==> src/rtl/p2w_pkg.sv <==
package p2w_pkg;

   // Intermediate values: signed Q.16, magnitude held to 2^62-1
   typedef logic signed [62:0] q16_type;

   localparam logic [61:0] LIM_MAG = 62'h3FFF_FFFF_FFFF_FFFF;
   localparam q16_type ONE_Q16 = 63'sd65536;

   localparam int FRAC_W = 16;
   localparam int QUO_W = 32;
   localparam int DIV_STEPS = 4;
   localparam int DIV_LAT = QUO_W / DIV_STEPS + 1;
   localparam int PITCH_W = 32;

   // Configuration register indexes
   localparam logic [3:0] REG_CENTER = 4'd0;
   localparam logic [3:0] REG_PITCH = 4'd1;
   localparam logic [3:0] REG_K1 = 4'd2;
   localparam logic [3:0] REG_OFFSET = 4'd3;
   localparam logic [3:0] REG_XGAIN = 4'd4;
   localparam logic [3:0] REG_YGAIN = 4'd5;
   localparam logic [3:0] REG_DGAIN = 4'd6;
   localparam logic [3:0] REG_DOFFSET = 4'd7;

   // Result status codes
   localparam logic [1:0] STATUS_OK = 2'd0;
   localparam logic [1:0] STATUS_SAT = 2'd1;
   localparam logic [1:0] STATUS_ZERO_DEN = 2'd2;

   typedef struct packed {
      logic sat;
      q16_type val;
   } sat_q16_type;

   typedef struct packed {
      logic [QUO_W-1:0] quo;
      logic ovf;
      logic neg;
   } div_res_type;

endpackage

==> src/rtl/p2w_smul.sv <==
module p2w_smul #(
   parameter int AW = 32,
   parameter int BW = 32,
   parameter int SH = 16
) (
   input logic clock,
   input logic en,
   input logic signed [AW-1:0] a,
   input logic signed [BW-1:0] b,
   output p2w_pkg::q16_type p,
   output logic sat
);

   localparam int AL = AW / 2;
   localparam int AH = AW - AL;
   localparam int BL = BW / 2;
   localparam int BH = BW - BL;
   localparam int PW = AW + BW;

   logic [AW-1:0] a_mag;
   logic [BW-1:0] b_mag;
   logic [AL+BL-1:0] pll_ff;
   logic [AL+BH-1:0] plh_ff;
   logic [AH+BL-1:0] phl_ff;
   logic [AH+BH-1:0] phh_ff;
   logic neg_ff;
   logic [PW-1:0] prod;
   logic [PW-1:0] shd;
   logic ovf;
   logic [61:0] mag;
   p2w_pkg::q16_type p_in;
   p2w_pkg::q16_type p_ff;
   logic sat_ff;

   assign a_mag = a[AW-1] ? (~a) + 1'b1 : a;
   assign b_mag = b[BW-1] ? (~b) + 1'b1 : b;

   // first stage: four partial products of the magnitudes
   always_ff @(posedge clock) begin
      if (en) begin
         pll_ff <= a_mag[AL-1:0] * b_mag[BL-1:0];
         plh_ff <= a_mag[AL-1:0] * b_mag[BW-1:BL];
         phl_ff <= a_mag[AW-1:AL] * b_mag[BL-1:0];
         phh_ff <= a_mag[AW-1:AL] * b_mag[BW-1:BL];
         neg_ff <= a[AW-1] ^ b[BW-1];
      end
   end

   // second stage: sum, truncate toward zero, clamp magnitude
   always_comb begin
      prod = PW'(pll_ff) + (PW'(plh_ff) << BL) + (PW'(phl_ff) << AL)
           + (PW'(phh_ff) << (AL + BL));
      shd = prod >> SH;
      ovf = (shd > p2w_pkg::LIM_MAG);
      mag = ovf ? p2w_pkg::LIM_MAG : 62'(shd);
      p_in = neg_ff ? -$signed({1'b0, mag}) : $signed({1'b0, mag});
   end

   always_ff @(posedge clock) begin
      if (en) begin
         p_ff <= p_in;
         sat_ff <= ovf;
      end
   end

   assign p = p_ff;
   assign sat = sat_ff;

endmodule

==> config.mk <==
export PLATFORM = sky130hd
export DESIGN_NAME = p2w_smul
export DESIGN_NICKNAME = d
export VERILOG_FILES = /design/src/rtl/p2w_pkg.sv /design/src/rtl/p2w_smul.sv
export SDC_FILE = /design/constraint.sdc
export NUM_CORES = 2
export LEC_CHECK = 0
export BUFFER_PORTS_ARGS = -buffer_cell sky130_fd_sc_hd__clkbuf_2
export CORE_MARGIN = 1.5
export CORE_UTILIZATION = 39
export CTS_CLUSTER_SIZE = 14
export DETAILED_ROUTE_END_ITERATION = 12
export HOLD_SLACK_MARGIN = 0.08
export PLACE_DENSITY = 0.51
export SLEW_MARGIN = 20
export SYNTH_ARGS = -nofsm -noshare
export SYNTH_HDL_FRONTEND = slang
export SYNTH_SLANG_ARGS = --single-unit
==> constraint.sdc <==
create_clock -name clock -period 28 [get_ports clock]
set_input_delay 4.2 -clock clock [delete_from_list [all_inputs] [get_ports clock]]
set_output_delay 4.2 -clock clock [all_outputs]
set_load 0.02 [all_outputs]
---- Yosys cells after proc, flatten, opt, wreduce, memory -nomap -nowiden ----
Cells that the tools add are included.
cells by class
  add/sub/neg operators ................... 6
  multiply operators ...................... 4
  magnitude comparators ................... 1
  multiplexer cells ....................... 4
  bitwise gates (word level) .............. 3
operators by type and width
  operator                                              count
  multiplier 16 x 16 -> 32 bit                          4
  2-to-1 mux 62 bit                                     2
  adder 32 x 1 -> 32 bit, second input constant         2
  adder 50 x 64 -> 64 bit                               1
  2-to-1 mux 32 bit                                     2
  NOT 32 bit                                            2
  negator 62 -> 63 bit                                  1
  > comparator 48 x 62 -> 1 bit, second input constant  1
  adder 49 x 48 -> 50 bit                               1
  adder 32 x 48 -> 49 bit                               1
  bitwise XOR 1 bit                                     1
storage, ports and cells
  flip-flop bits (word level) ............. 193
  input port bits ......................... 66
  word-level logic and storage cells ...... 26

---- Longest topological paths before layout ----
  depth in word-level cells ............... 7
  mapped depth ............................ 37

---- Worst setup path before layout ----
OpenSTA, ideal clock, no wires.
  path kind ............................... input to register
  from .................................... in a[0]
  to ...................................... reg phl_ff[29], data pin
  library setup time ...................... 0.263 ns
  data arrival time ....................... 13.091 ns
  data required time ...................... 27.737 ns
  path slack .............................. 14.646 ns
  cell stages on the path ................. 34
  path buffers ............................ 3
  path through ............................ clkbuf_1 inv_1 clkbuf_1 ha_1 nand2_1 or2_2 or3_1 nand2b_1 or3_1 o21ai_0 xnor2_1 clkbuf_1 nand2_1 fa_1 fa_1 fa_1 fa_1 inv_1 fa_1 inv_1 fa_1 inv_1 ha_1 a21o_1 a21o_1 a21oi_1 o221ai_1 a221o_1 and3_1 o31ai_1 a2111oi_0 a2111oi_0 nor2_1 xor2_1
on the way
  cells in the longest elaborated chain, start to end .. 4
RTL lines
  element                       RTL line        text
  start: declaration            p2w_smul.sv:8   input logic signed [AW-1:0] a,
  NOT 32 bit                    p2w_smul.sv:35  assign a_mag = a[AW-1] ? (~a) + 1'b1 : a;
  adder 32 x 1 -> 32 bit        p2w_smul.sv:35
  2-to-1 mux 32 bit             p2w_smul.sv:35
  multiplier 16 x 16 -> 32 bit  p2w_smul.sv:43  phl_ff <= a_mag[AW-1:AL] * b_mag[BL-1:0];
  end signal: assignment        p2w_smul.sv:43
  end: declaration              p2w_smul.sv:24  logic [AH+BL-1:0] phl_ff;
Every way passes these cells.
A chain may end at the register's enable or synchronous reset.

---- Final worst setup path ----
  from .................................... in b[0]
  to ...................................... reg plh_ff[30], data pin
on the way
  cells in the longest elaborated chain, start to end .. 4
RTL lines
  element                       RTL line        text
  start: declaration            p2w_smul.sv:9   input logic signed [BW-1:0] b,
  NOT 32 bit                    p2w_smul.sv:36  assign b_mag = b[BW-1] ? (~b) + 1'b1 : b;
  adder 32 x 1 -> 32 bit        p2w_smul.sv:36
  2-to-1 mux 32 bit             p2w_smul.sv:36
  multiplier 16 x 16 -> 32 bit  p2w_smul.sv:42  plh_ff <= a_mag[AL-1:0] * b_mag[BW-1:BL];
  end signal: assignment        p2w_smul.sv:42
  end: declaration              p2w_smul.sv:23  logic [AL+BH-1:0] plh_ff;
Every way passes these cells.

==> results.json <==
{
  "cts_repair_resize_count": 0,
  "drive_gt1_share_pct": 7.869,
  "path_class": "input port to flip-flop",
  "hold_depth": 1,
  "clkSinkCount": 176,
  "die_w_um": 335.7,
  "drt-total-wl_um": 138400,
  "first_global_vias": 33440,
  "ant_nets": 0,
  "setup_viol": 0,
  "post_cts.repair.setup_buffers": 0,
  "drtPass1Iterations": 5,
  "drv_slew": 0,
  "hold_slack_ns": 0.6924,
  "seq_area_frac_synth_pct": 12.24,
  "antenna_found_initial": 4,
  "die_h_um": 335.7,
  "grt_overflow": 0,
  "nets": 6151,
  "syn_to_final_growth_pct": 8.852,
  "slew_headroom_pct": 29.97,
  "clk_latency_ns": 0.47,
  "hold_end": "p[0]",
  "ys_types": 92,
  "critPathCaptureType": "flip-flop",
  "synth_edf_count": 176,
  "first_iter_violations": 2456,
  "wire_per_inst_um": 21.90,
  "netlist_top_cells_area": "fa_1, ha_1, edfxtp_1, inv_1, nand2_1",
  "final_common_cell": "inv_1",
  "max_freq_mhz": 71.20,
  "clockBufferDepth": 2,
  "fin_area_sq_mm": 0.04700,
  "fin_crit_sh_pct": 50.16,
  "max_cap_viol_count": 0,
  "worst_pin_slew_ns": 1.040,
  "cts_max_level": 4,
  "critPathMaxFanout": 20,
  "ff2ff_path_depth": 14,
  "crit_required_ns": 28.30,
  "hold_class": "flip-flop to flip-flop",
  "fin_setup_tns_ns": 0,
  "root_buffer": "clkbuf_16",
  "io_pins": 130,
  "clock_skew_ns": 0.01899,
  "avgSynthCellArea_sq_um": 9.108,
  "grt_max_degree": 69,
  "port_buffers": 128,
  "grtUsageTotal_pct": 25.04,
  "slowest_stage": "or4b_2",
  "core_area_sq_mm": 0.1093,
  "reg2reg_from": "pll_ff[17]",
  "globalplace.congestion": 0.8852,
  "synth_top_area_cell": "fa_1",
  "r2r-end": "p[59]",
  "ys_seq_elements": 176,
  "dpl.hpwl_um": 111100,
  "arrival_ns": 14.35,
  "vias_per_cell": 5.209,
  "cts_buffers": 17,
  "rsz0062_at_grt": "no",
  "synth-main-ff-cell": "edfxtp_1",
  "slowest_delay_ns": 0.61,
  "cts_tree": "done",
  "status": "finished clean",
  "netlist_area_sq_mm": 0.04318,
  "rows": 121,
  "dieArea_sq_mm": 0.1127,
  "hold_viol": 0,
  "fillers": 10950,
  "cts.hold.buffers_added": 0,
  "min_period_ns": 14.04,
  "netlist.area_leader.share_pct": 37.46,
  "initial_core_util_pct": 39.50,
  "path_clk_slew_ns": 0.07,
  "syn_nets": 6063,
  "grt_pass1_wl_um": 209500,
  "place_area_sq_mm": 0.04640,
  "cpMostUsedCell": "fa_1",
  "synthArstFlopShare_pct": 0,
  "yosys_warnings": 0,
  "syn_inst": 4741,
  "drc": 0,
  "rrSetupSlack_ns": 22.21,
  "hp-start": "phl_ff[0]",
  "final_cell_mix": "inv_1, fa_1, nand2_1",
  "crit_path_start_kind": "input port",
  "vias": 32910
}
-- worst max-delay path: cells and delay by family --
family	cells	cell delay, ns
buf+inv	7	1.36
compound gates	7	1.99
simple gates	11	3.02
xor+xnor	1	0.17
fa+ha+maj	8	3.57
-- state kept, by name, summed over array words and instances, names as in the netlist --
register / cells
phl_ff: 32
plh_ff: 32
neg_ff: 1
phh_ff: 32
pll_ff: 16
p: 63
-- synthesized netlist by cell type, types with 6 or more instances --
cell type,instances
a211o_1,8
a211oi_1,17
a21boi_0,6
a21o_1,42
a21oi_1,95
a31oi_1,16
and2_1,18
and3_1,27
buf_2,7
clkbuf_1,171
edfxtp_1,176
fa_1,808
ha_1,448
inv_1,940
mux2i_1,6
nand2_1,626
nand2b_1,31
nand3_1,33
nand4_1,11
nor2_1,560
nor2b_1,10
nor3_1,36
nor4_1,11
o2111ai_1,7
o211ai_1,13
o21a_1,22
o21ai_0,83
o21ai_1,6
o21bai_1,15
o31a_1,23
o31ai_1,29
o41ai_1,7
or2_2,12
or3_1,21
or4_1,10
xnor2_1,190
xor2_1,97
-- kinds of logic after synthesis --
logic type / synth area share, %
AND/OR/NAND/NOR: 14.02
adder cells (fa/ha/maj): 50.44
buffers and inverters: 9.844
AO/OA/AOI/OAI: 7.381
multiplexers: 0.1652
flip-flops: 12.24
other: 0.008685
XOR/XNOR: 5.897
-- worst max path at each step --
stage / from / slack (ns) / cells past startpoint / endpoint
6_report: b[0] / 13.96 / 34 / plh_ff[30]
5_1_grt: b[0] / 13.40 / 33 / phh_ff[30]
4_1_cts: a[0] / 13.99 / 34 / phl_ff[29]
3_5_place_dp: a[0] / 13.49 / 34 / phl_ff[29]
3_3_place_gp: a[0] / 13.51 / 32 / phl_ff[29]
2_1_floorplan: a[0] / 14.65 / 34 / phl_ff[29]
-- metal layers --
layer | track usage, % | vias up | wire [um]
met2 | 38.59 | 1076 | 60980
met1 | 36.40 | 16760 | 63290
li1 | - | 14900 | -
met4 | 6.344 | 4 | 3493
met3 | 4.279 | 173 | 10570
met5 | 0 | - | 27
-- metrics by stage --
step	setup WS [ns]	cells	utilization (%)
2_1_floorplan	14.65	4741	-
3_5_place_dp	13.49	6286	42.45
3_3_place_gp	13.51	6286	42.44
6_report	13.96	6319	43.00
4_1_cts	13.99	6318	42.99
5_1_grt	13.40	6318	43.00
-- layout make-up --
class | count | area [sq um] | share of cell area, %
Timing Repair Buffer | 254 | 1593 | 3.389
Antenna cell | 1 | 2.502 | 0.005324
Multi-Input combinational cell | 3439 | 34150 | 72.66
Tap cell | 1476 | 1847 | 3.929
Sequential cell | 176 | 5285 | 11.24
Inverter | 941 | 3532 | 7.515
Clock inverter | 15 | 167.7 | 0.3567
Clock buffer | 17 | 425.4 | 0.9051
Power is not shown: default switching activity piles up to over one toggle a cycle in this logic, so the estimate is an artifact.
